$ cat config.mk
export PLATFORM = sky130hd
export DESIGN_NAME = cro_queue
export DESIGN_NICKNAME = d
export VERILOG_FILES = /design/src/rtl/cro_pkg.sv /design/src/rtl/cro_queue.sv
export SDC_FILE = /design/constraint.sdc
export NUM_CORES = 1
export LEC_CHECK = 0
export BUFFER_PORTS_ARGS = -buffer_cell sky130_fd_sc_hd__buf_2
export CAP_MARGIN = 20
export CORE_UTILIZATION = 55
export CTS_CLUSTER_DIAMETER = 60
export CTS_CLUSTER_SIZE = 16
export DETAILED_ROUTE_END_ITERATION = 16
export PLACE_DENSITY = 0.74
export SLEW_MARGIN = 10
export SYNTH_ARGS = -nofsm -noshare
export SYNTH_HDL_FRONTEND = slang
export SYNTH_SLANG_ARGS = --single-unit
$ cat constraint.sdc
create_clock -name clk -period 3.3 [get_ports clk]
set_input_delay 0.33 -clock clk [delete_from_list [all_inputs] [get_ports clk]]
set_output_delay 0.33 -clock clk [all_outputs]
set_load 0.01 [all_outputs]
$ cat src/rtl/cro_pkg.sv
// shared types and constants for the cosine range oscillator
package cro_pkg;

    localparam int CFG_IDX_BITS  = 3;
    localparam int CFG_DATA_BITS = 32;

    localparam logic [CFG_IDX_BITS-1:0] REG_PERIOD    = 3'd0;
    localparam logic [CFG_IDX_BITS-1:0] REG_LOW       = 3'd1;
    localparam logic [CFG_IDX_BITS-1:0] REG_HIGH      = 3'd2;
    localparam logic [CFG_IDX_BITS-1:0] REG_COMPONENT = 3'd3;

    localparam logic [31:0] PERIOD_RESET = 32'd1000;
    localparam logic [31:0] LOW_RESET    = 32'd0;
    localparam logic [31:0] HIGH_RESET   = 32'd65536;

    localparam logic signed [33:0] GAIN_Q30 = 34'sd652032874;
    localparam logic signed [33:0] ONE_Q30  = 34'sd1073741824;

    // arctangent of 2^-i in 2^-32 turn units
    function automatic logic [31:0] atan_turns(input logic [4:0] i);
        logic [31:0] r;
        begin
            case (i)
                5'd0:    r = 32'h20000000;
                5'd1:    r = 32'h12E4051E;
                5'd2:    r = 32'h09FB385B;
                5'd3:    r = 32'h051111D4;
                5'd4:    r = 32'h028B0D43;
                5'd5:    r = 32'h0145D7E1;
                5'd6:    r = 32'h00A2F61E;
                5'd7:    r = 32'h00517C55;
                5'd8:    r = 32'h0028BE53;
                5'd9:    r = 32'h00145F2F;
                5'd10:   r = 32'h000A2F98;
                5'd11:   r = 32'h000517CC;
                5'd12:   r = 32'h00028BE6;
                5'd13:   r = 32'h000145F3;
                5'd14:   r = 32'h0000A2FA;
                5'd15:   r = 32'h0000517D;
                5'd16:   r = 32'h000028BE;
                5'd17:   r = 32'h0000145F;
                5'd18:   r = 32'h00000A30;
                5'd19:   r = 32'h00000518;
                5'd20:   r = 32'h0000028C;
                5'd21:   r = 32'h00000146;
                5'd22:   r = 32'h000000A3;
                5'd23:   r = 32'h00000051;
                default: r = 32'h0;
            endcase
            return r;
        end
    endfunction

    // phase word handed from the front part to the back part
    typedef struct packed {
        logic [31:0] angle;
        logic [31:0] low;
        logic [31:0] high;
        logic [1:0]  comp;
    } cro_job_t;

endpackage

$ cat src/rtl/cro_queue.sv
// short word queue between front and back parts
module cro_queue #(
    parameter int DEPTH = 4
) (
    input  logic              clk,
    input  logic              rst_n,
    input  logic              in_valid,
    output logic              in_ready,
    input  cro_pkg::cro_job_t in_job,
    output logic              out_valid,
    input  logic              out_ready,
    output cro_pkg::cro_job_t out_job
);
    import cro_pkg::*;

    localparam int AW = $clog2(DEPTH);

    cro_job_t        mem_reg [DEPTH];
    logic [AW-1:0]   wp_reg;
    logic [AW-1:0]   rp_reg;
    logic [AW:0]     cnt_reg;
    logic            wr;
    logic            rd;

    assign in_ready  = (cnt_reg != DEPTH[AW:0]);
    assign out_valid = (cnt_reg != '0);
    assign wr        = in_valid && in_ready;
    assign rd        = out_valid && out_ready;
    assign out_job   = mem_reg[rp_reg];

    always_ff @(posedge clk or negedge rst_n)
    begin
        if (!rst_n)
        begin
            wp_reg  <= '0;
            rp_reg  <= '0;
            cnt_reg <= '0;
        end
        else
        begin
            if (wr)
            begin
                wp_reg <= (wp_reg == AW'(DEPTH-1)) ? '0 : wp_reg + 1'b1;
            end
            if (rd)
            begin
                rp_reg <= (rp_reg == AW'(DEPTH-1)) ? '0 : rp_reg + 1'b1;
            end
            cnt_reg <= cnt_reg + (wr ? 1'b1 : 1'b0) - (rd ? 1'b1 : 1'b0);
        end
    end

    always_ff @(posedge clk)
    begin
        if (wr)
        begin
            mem_reg[wp_reg] <= in_job;
        end
    end

endmodule

==> run_results.csv, run 1 <==
group,metric,value,unit
critical_path,worst_path_largest_cell_delay,680,ps
power_and_ir_drop,total_power,14900,uW
synthesis,yosysWarnings,0,
critical_path,cp.required,2970,ps
critical_path,crit_slowest_cell,"dfrtp_4",
placement,dpl.hpwl,15600,um
sta,hold_violations,0,
clocking,clock_latency,550,ps
critical_path,worst_ep_arrival_time,2380,ps
grt,grt_pass1_vias,7367,
sta,finalCriticalPeriod,2710,ps
route,drcViolationCount,0,
route,vias,6780,
die,die_x,165,um
final_layout,largest_register_ffs,392,
final_layout,design_area,17900,um^2
clocking,cts.sinks,399,
run,max-cap-violations,0,
synthesis,synth_top_area_cell,"edfxtp_1",
sta,report.final.slew_viol_count,0,
clocking,cts_buffer_depth,3,
power_and_ir_drop,combinationalPowerShare,30.1,%
sta,rsz0062_at_grt,"no",
final_layout,area_growth,23.2,%
synthesis,yosys-top-cells-area,"edfxtp_1 (81%), mux4_2 (15%), dfrtp_1 (1.2%)",
synthesis,synth_top_cell_area_share,81.0,%
sta,skew,10.3,ps
route,drt_first_pass_iters,4,
sta,setup_tns,0,ps
final_layout,fin_cells,1222,
critical_path,path_max_fanout,43,
synthesis,synth-seq-area-share,82.2,%
min_path,min_path_type,"primary input to asynchronous set/reset pin",
clocking,cts-root-buf,"clkbuf_16",
route,wire_per_inst,21.7,um
sta,worstMarginPinSlew,697,ps
power_and_ir_drop,switchingPower,4280,uW
sta,finalSetupViolCount,0,
power_and_ir_drop,p_per_area,830,nW/um^2
die,die_height,165,um
power_and_ir_drop,p_int,10600,uW
power_and_ir_drop,swShare,28.8,%
synthesis,syn_nets,660,
grt,antenna_found_initial,1,
die,die_area,27100,um^2
power_and_ir_drop,vdd_drop_max,498,uV
die,design.core.area,26000,um^2
synthesis,avgSynthCellArea,26.4,um^2
critical_path,path_class,"flop to output pin",
placement,gp_congestion,0.758,
grt,grt_first_pass_wirelength,40500,um
synthesis,ys_types,19,
final_layout,drive_gt1_share,40.6,%
grt,gr-total-overflow,0,
route,vias_per_cell,5.55,
outcome,status,"complete, no violations",
placement,place_area,16100,um^2
power_and_ir_drop,pwr-share-seq,47.8,%
die,pin_count,202,
die,fp-row-count,59,
critical_path,crit_path_end_kind,"output pin",
power_and_ir_drop,p_clk_share,22.2,%
power_and_ir_drop,p_leak,0.00615,uW
synthesis,synth_cells,550,
synthesis,synth_seq_cells,399,
clocking,cts_made_buffers,30,
sta,min_period_over_period,82.2,%
route,wl,26500,um
clocking,cts.reportedPaths.clkPinSlew,70,ps
clocking,htree_levels,1,
final_layout,nNetsFinal,982,
critical_path,cp-start-kind,"flop",
critical_path,reg2reg_depth,10,
placement,port-buffer-count,201,
synthesis,syn-cell-area,14500,um^2
route,drt_iter0_drc,534,
critical_path,crit_chain,"buf_12, mux4_2, buf_2",
clocking,cts_tree,"done",
grt,grt_usage,20.0,%
grt,grt_max_degree,52,
route,ant_nets,0,
sta,slew_headroom,53.5,%
placement,dp_cells,1076,
sta,max_freq,0.369,GHz
die,initial_core_util,55.9,%
[area by class of cell]
class,count,area (um^2)
repair buffers,312,2170
multi-input cells,122,2470
inverters,7,26.3
clock buffers,40,820
diodes,1,2.50
clock inverters,6,40.0
flip-flops and latches,399,12000
fillers,1587,8080
well taps,335,419
[power by group through the flow]
| stage | registers [uW] | logic, uW | clock network (uW) |
|---|---|---|---|
| after floorplan | 6970 | 2960 | 0 |
| after CTS | 7120 | 4560 | 3370 |
| after global routing | 7200 | 4830 | 3550 |
| after global placement | 7140 | 4390 | 0 |
| after detailed placement | 7230 | 4430 | 0 |
| final | 7100 | 4470 | 3290 |
[cells in the mapped netlist]
cell and n:
and2_4 1, and3_2 4, buf_1 3, buf_2 13
buf_4 1, clkbuf_1 5, dfrtp_1 7, edfxtp_1 392
fa_1 1, ha_1 7, inv_1 7, mux2_2 2
mux2_4 2, mux4_2 98, nand2_1 1, nor2_1 2
or3_2 1, or3b_4 1, xnor2_1 2
[metrics by stage]
stage	util (%)	setup slack, ps	hold WS (ps)
after global placement	61.8	959	167
after detailed placement	61.8	857	172
after CTS	68.9	506	130
after global routing	68.9	432	157
final	68.9	589	162
after floorplan	-	961	34.4
[timing repair]
action | 4_1_cts | 5_1_grt
setup buffers | 0 | 0
resized for setup | 0 | 0
hold buffers | 99 | 0
hold endpoints to repair | 399 | 0
[per-layer routing]
layer | vias to the layer above | wire length (um) | global-route usage [%]
met5 | - | 0 | 0
met4 | 0 | 477 | 5.05
li1 | 3009 | - | -
met1 | 3506 | 10400 | 25.2
met2 | 227 | 13900 | 35.3
met3 | 38 | 1790 | 4.37
[cell families after synthesis]
group,after synthesis,synth area share [%]
xor+xnor,2,0.121
simple gates,10,0.474
fa+ha+maj,8,0.741
buf+inv,29,0.887
mux,102,15.6
flops,399,82.2
[worst paths after layout]
kind | start | endpoint | slack [ps]
worst max-delay path | rp_reg[0]$_DFFE_PN0P_ | out_job[17] | 590
worst min-delay path | rst_n | rp_reg[0]$_DFFE_PN0P_ | 160
worst max register to register | cnt_reg[1]$_DFF_PN0_ | cnt_reg[2]$_DFF_PN0_ | 820
worst min register to register | cnt_reg[2]$_DFF_PN0_ | cnt_reg[2]$_DFF_PN0_ | 510
max in group asynchronous | rst_n | rp_reg[1]$_DFFE_PN0P_ | 2960
min in group clk | out_ready | rp_reg[0]$_DFFE_PN0P_ | 200
[critical path: cells and delay by family (launching register included)]
kind / cells / cell delay, ps
multiplexers: 1 / 580
buffers and inverters: 2 / 520
flip-flops: 1 / 680
[cell usage in the layout (no fill, tap or decap), types with 2 or more instances in the layout]
cell type,n
mux2_4,2
mux4_2,98
dlygate4sd3_1,99
clkbuf_1,8
clkbuf_16,31
ha_1,7
dfrtp_4,2
buf_2,201
buf_4,5
xnor2_1,2
nor2_1,2
and3_4,4
clkinv_1,2
dfrtp_1,5
inv_1,7
mux2_2,2
buf_12,7
edfxtp_1,392
(Power assumes the default switching activity.)
==> run 2, diff against run 1 <==
- CORE_UTILIZATION: 55 -> 51
- PLACE_DENSITY: 0.74 -> 0.72
- clock period: 3.3 -> 2.23 ns (I/O delays scaled with it)
==> run_results.csv, run 2 (synthesis results as in run 1) <==
group,metric,value,unit
final_layout,regArea,12000,um^2
final_layout,drive_gt1_share,43.0,%
grt,grt_usage,20.2,%
final_layout,multi_input_area,2490,um^2
placement,dpl.hpwl,15900,um
route,drt_first_pass_iters,6,
grt,gr-total-overflow,0,
final_layout,design_area,19000,um^2
route,drcViolationCount,0,
critical_path,path_class,"flop to output pin",
run,max-cap-violations,0,
die,fp-row-count,61,
route,drt_iter0_drc,565,
die,design.core.area,27900,um^2
sta,setup_tns,-1550,ps
sta,max_freq,0.439,GHz
sta,finalSetupViolCount,71,
critical_path,r2r_start,"cnt_reg[0]$_DFF_PN0_",
final_layout,area_growth,30.7,%
clocking,cts_made_buffers,30,
power_and_ir_drop,vdd_drop_max,864,uV
outcome,status,"finished, violations left",
placement,gp_congestion,0.750,
critical_path,r2r_slack,-40,ps
critical_path,path_max_fanout,8,
final_layout,fillers,1728,
final_layout,largest_register_ffs,392,
die,die_area,29200,um^2
clocking,cts.sinks,399,
die,initial_core_util,52.0,%
die,pin_count,202,
die,die_height,171,um
sta,slew_headroom,61.8,%
clocking,cts_tree,"done",
sta,min_period_over_period,102,%
critical_path,reg2reg_depth,10,
power_and_ir_drop,p_per_area,1290,nW/um^2
critical_path,worst_ep_arrival_time,2060,ps
die,die_x,171,um
sta,worstMarginPinSlew,573,ps
grt,grt_first_pass_wirelength,43000,um
outcome,violations,"setup timing",
min_path,min_path_type,"primary input to asynchronous set/reset pin",
clocking,cts-root-buf,"clkbuf_16",
sta,timing.final.ws_setup,-49.2,ps
route,vias_per_cell,5.35,
grt,grt_pass1_vias,7581,
critical_path,crit_path_end_kind,"output pin",
grt,grt_max_degree,40,
sta,skew,10.2,ps
clocking,htree_levels,1,
sta,finalCriticalPeriod,2280,ps
sta,rsz0062_at_grt,"yes",
final_layout,layout_commonest_cell,"edfxtp_1",
power_and_ir_drop,p_leak,0.00656,uW
critical_path,cp-start-kind,"flop",
placement,port-buffer-count,201,
sta,report.final.slew_viol_count,0,
sta,hold_violations,0,
clocking,cts_buffer_depth,3,
final_layout,nNetsFinal,1008,
route,wl,29200,um
grt,antenna_found_initial,1,
placement,place_area,16300,um^2
route,vias,6916,
final_layout,final_cell_mix,"edfxtp_1 (392), buf_2 (132), dlygate4sd3_1 (99)",
critical_path,cp.required,2010,ps
clocking,clock_latency,560,ps
critical_path,r2r-end,"cnt_reg[2]$_DFF_PN0_",
clocking,cts.reportedPaths.clkPinSlew,70,ps
route,ant_nets,0,
route,wire_per_inst,22.6,um
-- run 2: changes by cell type in the layout (fill, tap and decap cells not counted), sizes merged --
cell	change
inv	-1
clkinv	+3
buf	+23
clkbuf	+2
-- run 2: worst max path at each step --
| stage | startpoint | end | cells past startpoint | slack, ps |
|---|---|---|---|---|
| 6_report | rp_reg[0]$_DFFE_PN0P_ | out_job[26] | 4 | -50 |
| 3_3_place_gp | cnt_reg[2]$_DFF_PN0_ | cnt_reg[2]$_DFF_PN0_ | 10 | -40 |
| 3_5_place_dp | cnt_reg[2]$_DFF_PN0_ | cnt_reg[2]$_DFF_PN0_ | 10 | -150 |
| 2_1_floorplan | cnt_reg[2]$_DFF_PN0_ | mem_reg[0][0]$_DFFE_PP_ | 2 | -110 |
| 4_1_cts | rp_reg[0]$_DFFE_PN0P_ | out_job[81] | 4 | -80 |
| 5_1_grt | rp_reg[0]$_DFFE_PN0P_ | out_job[24] | 4 | -110 |
-- run 2: worst max-delay path: stages, from the launching register on --
cell	delay, ps
dfrtp_4	460
buf_12	180
clkbuf_16	170
mux4_2	530
buf_6	140
-- run 2: area by class of cell --
class | instances | area share, %
inverters | 7 | 0.138
clock inverters | 8 | 0.395
well taps | 378 | 2.49
repair buffers | 338 | 16.7
clock buffers | 39 | 4.18
multi-input cells | 122 | 13.1
flip-flops and latches | 399 | 63.0
diodes | 1 | 0.0132
-- run 2: repair_timing --
item / 4_1_cts / 5_1_grt
endpoints found under the hold margin: 399 / 0
hold buffers: 99 / 0
buffers inserted: 4 / 2
resized for setup: 53 / 51
pin swaps: 1 / 5
setup endpoints to repair: 100 / 99
cloned: 9 / 3
-- run 2: routing by layer --
metal / share of wire (%) / wire (um) / vias to the layer above / track usage (%)
met2: 52 / 15100 / 219 / 35.2
li1: - / - / 3062 / -
met4: 2.1 / 601 / 0 / 4.86
met5: 0 / 0 / - / 0
met3: 6.3 / 1830 / 47 / 4.79
met1: 40 / 11700 / 3588 / 25.7
-- run 2: through the flow --
stage                     hold slack (ps)  cells  setup WS [ps]  utilization [%]  power [uW]
after global routing                 24.8   1291           -114             68.0       25600
after floorplan                     -72.6    550           -109                -       14700
after global placement               69.9   1127          -41.7             58.2       17300
after detailed placement             72.8   1127           -152             58.2       17500
after CTS                            8.73   1286          -83.4             66.9       24100
final                                23.6   1292          -49.2             68.0       24500
-- run 2: where the power goes --
group	total (uW)	leakage [uW]	switching [uW]	internal, uW
registers	10300	0.00367	437	9900
clock network	4910	0.000419	2390	2510
logic	9310	0.00247	4200	5100
